--- config.mk ---
export PLATFORM = sky130hd
export DESIGN_NAME = packet_image_marker_scanner_flat
export DESIGN_NICKNAME = d
export VERILOG_FILES = /design/src/rtl/pims_pkg.sv /design/src/rtl/pims_in_if.sv /design/src/rtl/pims_out_if.sv /design/src/rtl/pims_scan.sv /design/src/rtl/packet_image_marker_scanner.sv /design/src/flat_wrapper.sv
export SDC_FILE = /design/constraint.sdc
export NUM_CORES = 1
export LEC_CHECK = 0
export ABC_AREA = 1
export BUFFER_PORTS_ARGS = -buffer_cell sky130_fd_sc_hd__buf_2
export CORE_AREA = 10 10 138 140
export DETAILED_ROUTE_END_ITERATION = 10
export DIE_AREA = 0 0 148 150
export PLACE_DENSITY = 0.79
export SLEW_MARGIN = 10
export SYNTH_ARGS = -nofsm -noshare
export SYNTH_HDL_FRONTEND = slang
export SYNTH_SLANG_ARGS = --single-unit
export TNS_END_PERCENT = 20
--- constraint.sdc ---
create_clock -name clk -period 4.45 [get_ports clk]
set_clock_uncertainty 0.15 [all_clocks]
set_input_delay 0.6675 -clock clk [delete_from_list [all_inputs] [get_ports clk]]
set_output_delay 0.6675 -clock clk [all_outputs]
set_load 0.01 [all_outputs]
--- src/rtl/pims_pkg.sv ---
// pims_pkg: constants and types shared by the packet image marker scanner.
// No dependencies.
`default_nettype none

package pims_pkg;

    localparam int IDX_W = 16;
    localparam int LEN_W = 16;

    // Fixed header byte positions
    localparam logic [IDX_W-1:0] POS_VER_IHL  = 16'd0;
    localparam logic [IDX_W-1:0] POS_LEN_HI   = 16'd2;
    localparam logic [IDX_W-1:0] POS_LEN_LO   = 16'd3;
    localparam logic [IDX_W-1:0] POS_PROTO    = 16'd9;
    localparam logic [IDX_W-1:0] POS_TCP_OFF  = 16'd32;
    localparam logic [IDX_W-1:0] POS_TCP_FLAG = 16'd33;
    localparam logic [IDX_W-1:0] IDX_MAX      = 16'hffff;

    // Mark patterns, newest byte in the low byte
    localparam logic [23:0] JPEG_SOI = 24'hffd8ff;
    localparam logic [31:0] GIF_SIG  = 32'h47494638;
    localparam logic [15:0] JPEG_EOI = 16'hffd9;

    localparam logic [7:0] PROTO_TCP   = 8'd6;
    localparam logic [3:0] IHL_MIN     = 4'd5;
    localparam logic [6:0] IP_HDR_LEN  = 7'd20;

    typedef struct packed {
        logic             valid;
        logic [IDX_W-1:0] offset;
    } pims_mark_t;

    typedef struct packed {
        logic             accepted;
        logic             start_found;
        logic [LEN_W-1:0] start_offset;
        logic             end_found;
        logic [LEN_W-1:0] end_offset;
    } pims_result_t;

endpackage

`default_nettype wire

--- src/rtl/pims_in_if.sv ---
// pims_in_if: packet byte channel (valid/ready plus byte and last flag).
// No dependencies.
`default_nettype none

interface pims_in_if;
    logic       valid;
    logic       ready;
    logic [7:0] pkt_byte;
    logic       pkt_last;

    modport source (output valid, output pkt_byte, output pkt_last, input ready);
    modport sink   (input valid, input pkt_byte, input pkt_last, output ready);
endinterface

`default_nettype wire

--- src/rtl/pims_out_if.sv ---
// pims_out_if: per-packet result channel (valid/ready plus result fields).
// No dependencies.
`default_nettype none

interface pims_out_if;
    logic        valid;
    logic        ready;
    logic        accepted;
    logic        start_found;
    logic [15:0] start_offset;
    logic        end_found;
    logic [15:0] end_offset;

    modport source (output valid, output accepted, output start_found,
                    output start_offset, output end_found, output end_offset,
                    input ready);
    modport sink   (input valid, input accepted, input start_found,
                    input start_offset, input end_found, input end_offset,
                    output ready);
endinterface

`default_nettype wire

--- src/rtl/pims_scan.sv ---
// pims_scan: per-packet header capture and marker tracking, one byte per step.
// Depends on pims_pkg.
`default_nettype none

module pims_scan
    import pims_pkg::*;
(
    input  wire logic         clk,
    input  wire logic         rst_n,
    input  wire logic         step,
    input  wire logic [7:0]   beat_byte,
    input  wire logic         beat_last,
    output pims_result_t      result
);

    logic [IDX_W-1:0] idx_reg,      idx_next;
    logic [23:0]      recent_reg,   recent_next;
    logic [LEN_W-1:0] tot_len_reg,  tot_len_next;
    logic [7:0]       ver_ihl_reg,  ver_ihl_next;
    logic [7:0]       proto_reg,    proto_next;
    logic [3:0]       tcp_off_reg,  tcp_off_next;
    logic             fin_reg,      fin_next;
    pims_mark_t       start_reg,    start_next;
    pims_mark_t       end_reg,      end_next;

    logic [31:0]      win;
    logic             in_range;
    logic             hit_soi;
    logic             hit_gif;
    logic             hit_eoi;
    logic [6:0]       pay_start;
    logic             s_ok;
    logic             e_ok;

    assign win = {recent_reg, beat_byte};

    // Header capture; the mark range check sees the length updated this beat
    always_comb
    begin
        tot_len_next = tot_len_reg;
        ver_ihl_next = ver_ihl_reg;
        proto_next   = proto_reg;
        tcp_off_next = tcp_off_reg;
        fin_next     = fin_reg;
        if (idx_reg == POS_VER_IHL)
            ver_ihl_next = beat_byte;
        else if (idx_reg == POS_LEN_HI)
            tot_len_next = {beat_byte, tot_len_reg[7:0]};
        else if (idx_reg == POS_LEN_LO)
            tot_len_next = {tot_len_reg[15:8], beat_byte};
        else if (idx_reg == POS_PROTO)
            proto_next = beat_byte;
        else if (idx_reg == POS_TCP_OFF)
            tcp_off_next = beat_byte[7:4];
        else if (idx_reg == POS_TCP_FLAG)
            fin_next = beat_byte[0];
    end

    assign in_range = idx_reg < tot_len_next;
    assign hit_soi  = (idx_reg >= 16'd2) && (win[23:0] == JPEG_SOI);
    assign hit_gif  = (idx_reg >= 16'd3) && (win == GIF_SIG);
    assign hit_eoi  = (idx_reg >= 16'd1) && (win[15:0] == JPEG_EOI);

    always_comb
    begin
        start_next = start_reg;
        end_next   = end_reg;
        if (in_range)
        begin
            if (hit_gif)
                start_next = '{valid: 1'b1, offset: idx_reg - 16'd3};
            else if (hit_soi)
                start_next = '{valid: 1'b1, offset: idx_reg - 16'd2};
            if (hit_eoi)
                end_next = '{valid: 1'b1, offset: idx_reg + 16'd1};
        end
    end

    assign recent_next = win[23:0];
    assign idx_next    = (idx_reg == IDX_MAX) ? idx_reg : idx_reg + 16'd1;

    // Result from the state as it stands after this beat
    assign pay_start = IP_HDR_LEN + {1'b0, tcp_off_next, 2'b00};
    assign s_ok = start_next.valid && (start_next.offset >= {9'd0, pay_start});
    assign e_ok = end_next.valid && (end_next.offset >= ({9'd0, pay_start} + 16'd2));

    always_comb
    begin
        result.accepted     = (proto_next == PROTO_TCP) && (ver_ihl_next[3:0] == IHL_MIN);
        result.start_found  = s_ok;
        result.start_offset = s_ok ? start_next.offset : '0;
        if (fin_next)
        begin
            result.end_found  = 1'b1;
            result.end_offset = tot_len_next;
        end
        else
        begin
            result.end_found  = e_ok;
            result.end_offset = e_ok ? end_next.offset : '0;
        end
    end

    always_ff @(posedge clk or negedge rst_n)
    begin
        if (!rst_n)
        begin
            idx_reg     <= '0;
            recent_reg  <= '0;
            tot_len_reg <= '0;
            ver_ihl_reg <= '0;
            proto_reg   <= '0;
            tcp_off_reg <= '0;
            fin_reg     <= 1'b0;
            start_reg   <= '0;
            end_reg     <= '0;
        end
        else if (step)
        begin
            if (beat_last)
            begin
                idx_reg     <= '0;
                recent_reg  <= '0;
                tot_len_reg <= '0;
                ver_ihl_reg <= '0;
                proto_reg   <= '0;
                tcp_off_reg <= '0;
                fin_reg     <= 1'b0;
                start_reg   <= '0;
                end_reg     <= '0;
            end
            else
            begin
                idx_reg     <= idx_next;
                recent_reg  <= recent_next;
                tot_len_reg <= tot_len_next;
                ver_ihl_reg <= ver_ihl_next;
                proto_reg   <= proto_next;
                tcp_off_reg <= tcp_off_next;
                fin_reg     <= fin_next;
                start_reg   <= start_next;
                end_reg     <= end_next;
            end
        end
    end

endmodule

`default_nettype wire

--- src/rtl/packet_image_marker_scanner.sv ---
// packet_image_marker_scanner: top level with input beat register and result register.
// Depends on pims_pkg, pims_in_if, pims_out_if, pims_scan.
//
// Usage:
//   pkt carries the bytes of one IPv4 packet, one byte per beat, pkt_last on
//   the final byte. res carries one result beat per packet: TCP/IHL=5 flag,
//   last image start mark offset and last JPEG end offset (or total length
//   when FIN is set), both counted from the first header byte.
//   Throughput: one byte per cycle unless a last byte stalls. A beat lands
//   in the input register and is scanned from there; the result for a last
//   byte is registered in the result register as that beat leaves the input
//   register, and res takes that result from the result register.
//   The input side keeps taking bytes while a result waits on res; only a
//   further last byte stalls until the pending result is taken, and that
//   stall reaches pkt.ready combinationally through the input register.
//   Reset clears the packet state and both valid flags; after a result the
//   scanner returns to its reset state for the next packet.
`default_nettype none

module packet_image_marker_scanner
    import pims_pkg::*;
(
    input  wire logic   clk,
    input  wire logic   rst_n,
    pims_in_if.sink     pkt,
    pims_out_if.source  res
);

    logic         in_valid_reg;
    logic [7:0]   in_byte_reg;
    logic         in_last_reg;
    logic         out_valid_reg;
    pims_result_t out_data_reg;
    pims_result_t scan_result;
    logic         out_free;
    logic         step;

    assign out_free  = !out_valid_reg || res.ready;
    assign step      = in_valid_reg && (!in_last_reg || out_free);
    assign pkt.ready = !in_valid_reg || step;

    pims_scan u_scan (
        .clk       (clk),
        .rst_n     (rst_n),
        .step      (step),
        .beat_byte (in_byte_reg),
        .beat_last (in_last_reg),
        .result    (scan_result)
    );

    always_ff @(posedge clk or negedge rst_n)
    begin
        if (!rst_n)
        begin
            in_valid_reg  <= 1'b0;
            out_valid_reg <= 1'b0;
        end
        else
        begin
            if (pkt.ready)
                in_valid_reg <= pkt.valid;
            if (step && in_last_reg)
                out_valid_reg <= 1'b1;
            else if (res.ready)
                out_valid_reg <= 1'b0;
        end
    end

    always_ff @(posedge clk)
    begin
        if (pkt.valid && pkt.ready)
        begin
            in_byte_reg <= pkt.pkt_byte;
            in_last_reg <= pkt.pkt_last;
        end
        if (step && in_last_reg)
            out_data_reg <= scan_result;
    end

    assign res.valid        = out_valid_reg;
    assign res.accepted     = out_data_reg.accepted;
    assign res.start_found  = out_data_reg.start_found;
    assign res.start_offset = out_data_reg.start_offset;
    assign res.end_found    = out_data_reg.end_found;
    assign res.end_offset   = out_data_reg.end_offset;

    // A pending result is never overwritten by the next packet's last byte
    a_no_overwrite: assert property (@(posedge clk) disable iff (!rst_n)
        (out_valid_reg && !res.ready) |-> !(step && in_last_reg))
        else $error("pending result overwritten");

    // A new result appears only after a last byte was scanned
    a_result_origin: assert property (@(posedge clk) disable iff (!rst_n)
        (out_valid_reg && !$past(out_valid_reg)) |-> $past(step && in_last_reg))
        else $error("result without last byte");

    // A held input beat stays put until scanned
    a_hold_input: assert property (@(posedge clk) disable iff (!rst_n)
        (in_valid_reg && !step) |=> (in_valid_reg && $stable(in_byte_reg)
                                     && $stable(in_last_reg)))
        else $error("input beat lost while stalled");

    // A scanned last byte always yields a result beat
    a_last_yields: assert property (@(posedge clk) disable iff (!rst_n)
        (step && in_last_reg) |=> out_valid_reg)
        else $error("last byte gave no result");

endmodule

`default_nettype wire

--- src/flat_wrapper.sv ---
// flat-port wrapper written by rule: the top's interface ports become plain ports
module packet_image_marker_scanner_flat import pims_pkg::*;
  (clk, rst_n, pkt_valid, pkt_pkt_byte, pkt_pkt_last, pkt_ready, res_valid, res_accepted, res_start_found, res_start_offset, res_end_found, res_end_offset, res_ready);
  pims_in_if pkt_i ();
  pims_out_if res_i ();
  input  wire logic clk;
  input  wire logic rst_n;
  input wire logic [$bits(pkt_i.valid)-1:0] pkt_valid;
  input wire logic [$bits(pkt_i.pkt_byte)-1:0] pkt_pkt_byte;
  input wire logic [$bits(pkt_i.pkt_last)-1:0] pkt_pkt_last;
  output wire logic [$bits(pkt_i.ready)-1:0] pkt_ready;
  output wire logic [$bits(res_i.valid)-1:0] res_valid;
  output wire logic [$bits(res_i.accepted)-1:0] res_accepted;
  output wire logic [$bits(res_i.start_found)-1:0] res_start_found;
  output wire logic [$bits(res_i.start_offset)-1:0] res_start_offset;
  output wire logic [$bits(res_i.end_found)-1:0] res_end_found;
  output wire logic [$bits(res_i.end_offset)-1:0] res_end_offset;
  input wire logic [$bits(res_i.ready)-1:0] res_ready;
  assign pkt_i.valid = pkt_valid;
  assign pkt_i.pkt_byte = pkt_pkt_byte;
  assign pkt_i.pkt_last = pkt_pkt_last;
  assign pkt_ready = pkt_i.ready;
  assign res_valid = res_i.valid;
  assign res_accepted = res_i.accepted;
  assign res_start_found = res_i.start_found;
  assign res_start_offset = res_i.start_offset;
  assign res_end_found = res_i.end_found;
  assign res_end_offset = res_i.end_offset;
  assign res_i.ready = res_ready;
  packet_image_marker_scanner u_core (.clk(clk), .rst_n(rst_n), .pkt(pkt_i), .res(res_i));
endmodule
==> metrics.cfg <==
[cells_and_area]
syn2layout_area_growth_pct = 26.02
post-route-util_pct = 69.09
largest_register_ffs = 24
final_net_count = 1297
fin_area_um2 = 11290
drive_above_1_share_pct = 25.85
layout_common_cells = 238 x nand2_1, 139 x inv_1, 105 x dfrtp_1
layout_commonest_cell = nand2_1
n_antenna_cell = 0

[critical_path]
path_delay_family = simple AND/OR/NAND/NOR gates
critPathCaptureType = register
rrSetupSlack_ns = -0.24
path_buf_inv = 6
r2r_start = u_core.u_scan.idx_reg[2]
arrival_ns = 4.74
cp_common_cell = nand2_2
ff2ff_path_depth = 31
slowest_stage = dfrtp_2
crit_fanout = 8
crit_type = reg -> reg
r2r-end = u_core.res.end_offset[15]
worstSetupStartpointType = register
critical_path_required_ns = 4.50
critical-path-max-stage-delay_ns = 0.46

[logic_synthesis]
synth_warnings = 0
ys.flop_type = dfrtp_1
netlist_area_um2 = 8962
yosysSeqAreaShare_pct = 45.18
postSynthAreaPerCell_um2 = 7.981
synth-edff-count = 44
synth_cell_types = 40
synthTopCellsByArea = dfrtp_1 30%, edfxtp_1 15%, nand2_1 11%
synth_nets = 1168
synth_top_area_cell = dfrtp_1
synth_cells = 1123
yosys.area.top_type_share_pct = 30.43
async_flop_share_pct = 71.24
synth_seq_cells = 153

[floorplanning]
die_h_um = 150
fp.dieW_um = 148
core_area_um2 = 16350
die-area_um2 = 22200
rows = 47
pin_count = 50
start_util_pct = 54.82

[clock_tree]
cts-buffers-inserted = 17
worst_skew_pair.late_latency_ns = 0.45
root_buffer = clkbuf_16
cts_hold_buffers = 0
cts.reportedPaths.clkPinSlew_ns = 0.06
cts_tree = done
htree_levels = 4
clock_path_buffers = 2
cts_sinks = 153

[job]
max_cap_viol_count = 0

[timing]
fin_crit_sh_pct = 105.4
report.final.slew_viol_count = 0
hold_violations = 0
rsz0062_at_grt = true
setup_slack_ns = -0.2386
setup_viol = 30
fmax_mhz = 213.3
fin_crit_ns = 4.689
setup-tns-final_ns = -3.878
worst_pin_slew_ns = 1.068
relSlewSlack_pct = 28.82

[routing]
drt-wirelength-per-cell_um = 19.57
route.vias.total = 8958
totalWireLength_um = 29060
drcViolationCount = 0
drtIter0Drc = 989
drt-vias-per-instance = 6.032
drtPass1Iterations = 6
antenna_left = 0

[grt]
antenna_found_initial = 0
track_usage_pct = 24.61
grt-ovfl-total = 0
grt_max_degree = 64
grt_pass1_wl_um = 43260
grt_pass1_vias = 8305

[hold_path]
hold_class = in -> async

[place]
place_area_um2 = 9814
hpwl_um = 18870
io_buffers = 49
dp_slack_ns = -0.2197
place.gp.congestion = 0.9843

[power]
finalPower_mw = 5.815
power.leakage_nw = 5.345
p_per_area_nw_per_um2 = 514.8
ir_drop_uv = 334.4

[status]
violations = setup timing
status = finished, violations left

routing by layer:
layer	wire, um	GRT usage (%)	vias to the layer above
li1	-	-	4008
met1	11400	30.89	4231
met2	13510	39.39	592
met3	2547	4.499	127
met4	1598	13.83	0
met5	0	0	-
cell usage after synthesis, types with 2 or more instances:
cell type and n:
buf_1 3, o21ai_1 6, buf_2 6, edfxtp_1 44
nor4_1 8, ha_1 32, a22o_1 8, nor3_1 15
or2_2 6, o22ai_1 60, nor2_4 4, nand2_1 253
buf_6 7, nand2_4 2, buf_4 2, nor4b_1 2
nor2_1 77, nand3b_1 2, nor2_2 14, a211oi_1 3
o21ai_0 101, nand3_1 62, dfrtp_1 109, a21oi_1 29
nand2_2 11, xnor2_1 2, inv_2 4, inv_1 154
xor2_1 34, o211ai_1 4, clkbuf_1 25, nand4_1 25
clkinv_1 2
cells by family (layout without fill, tap and decap cells):
group	count (synthesis)	in the layout	share of synthesized area (%)
AOI/OAI and AO/OA	215	215	13.54
buffers and inverters	203	341	9.256
and+or+nand+nor	484	488	24.04
DFF	153	153	45.18
adders and majority gates	32	32	4.467
xor gates and xnor gates	36	36	3.518
how the worst max path moves through the flow:
| stage | startpoint | endpoint | slack [ns] | cells past startpoint |
|---|---|---|---|---|
| floorplan | u_core.u_scan.idx_reg[9] | u_core.res.end_found | 0.001 | 28 |
| global route | u_core.u_scan.idx_reg[2] | u_core.res.end_offset[15] | -0.37 | 28 |
| finish | u_core.u_scan.idx_reg[2] | u_core.res.end_offset[15] | -0.24 | 31 |
| detailed placement | u_core.u_scan.idx_reg[1] | u_core.res.end_offset[2] | -0.22 | 26 |
| global placement | u_core.u_scan.idx_reg[0] | u_core.res.end_offset[8] | 0.01 | 26 |
| CTS | u_core.u_scan.idx_reg[0] | u_core.res.end_offset[10] | -0.003 | 29 |
through the flow:
step / instances / hold slack (ns)
3_5_place_dp: 1417 / 0.3156
6_report: 1485 / 0.1091
4_1_cts: 1461 / 0.1320
2_1_floorplan: 1123 / 0.2219
3_3_place_gp: 1417 / 0.3124
5_1_grt: 1485 / 0.1626
power by group:
part | internal (mW) | switching [mW] | leakage (nW)
combinational | 0.896 | 1.77 | 3.14
sequential | 1.57 | 0.0736 | 1.91
clock | 0.892 | 0.610 | 0.294
total | 3.36 | 2.45 | 5.34
area by class of cell:
cell class | instances | area (um2)
flip-flops and latches | 153 | 4054
well taps | 220 | 275.3
inverters | 160 | 600.6
repair buffers | 149 | 1072
multi-input cells | 771 | 4695
fillers | 1250 | 5054
clock inverters | 9 | 108.9
clock buffers | 23 | 489.2
what timing repair did:
| item | CTS | global route |
|---|---|---|
| buffers inserted | 7 | 24 |
| gates resized for setup | 40 | 103 |
| gates cloned | 5 | 0 |
| pin swaps | 13 | 41 |
| setup endpoints to repair | 32 | 34 |
Power figures use the tool's default switching activity.
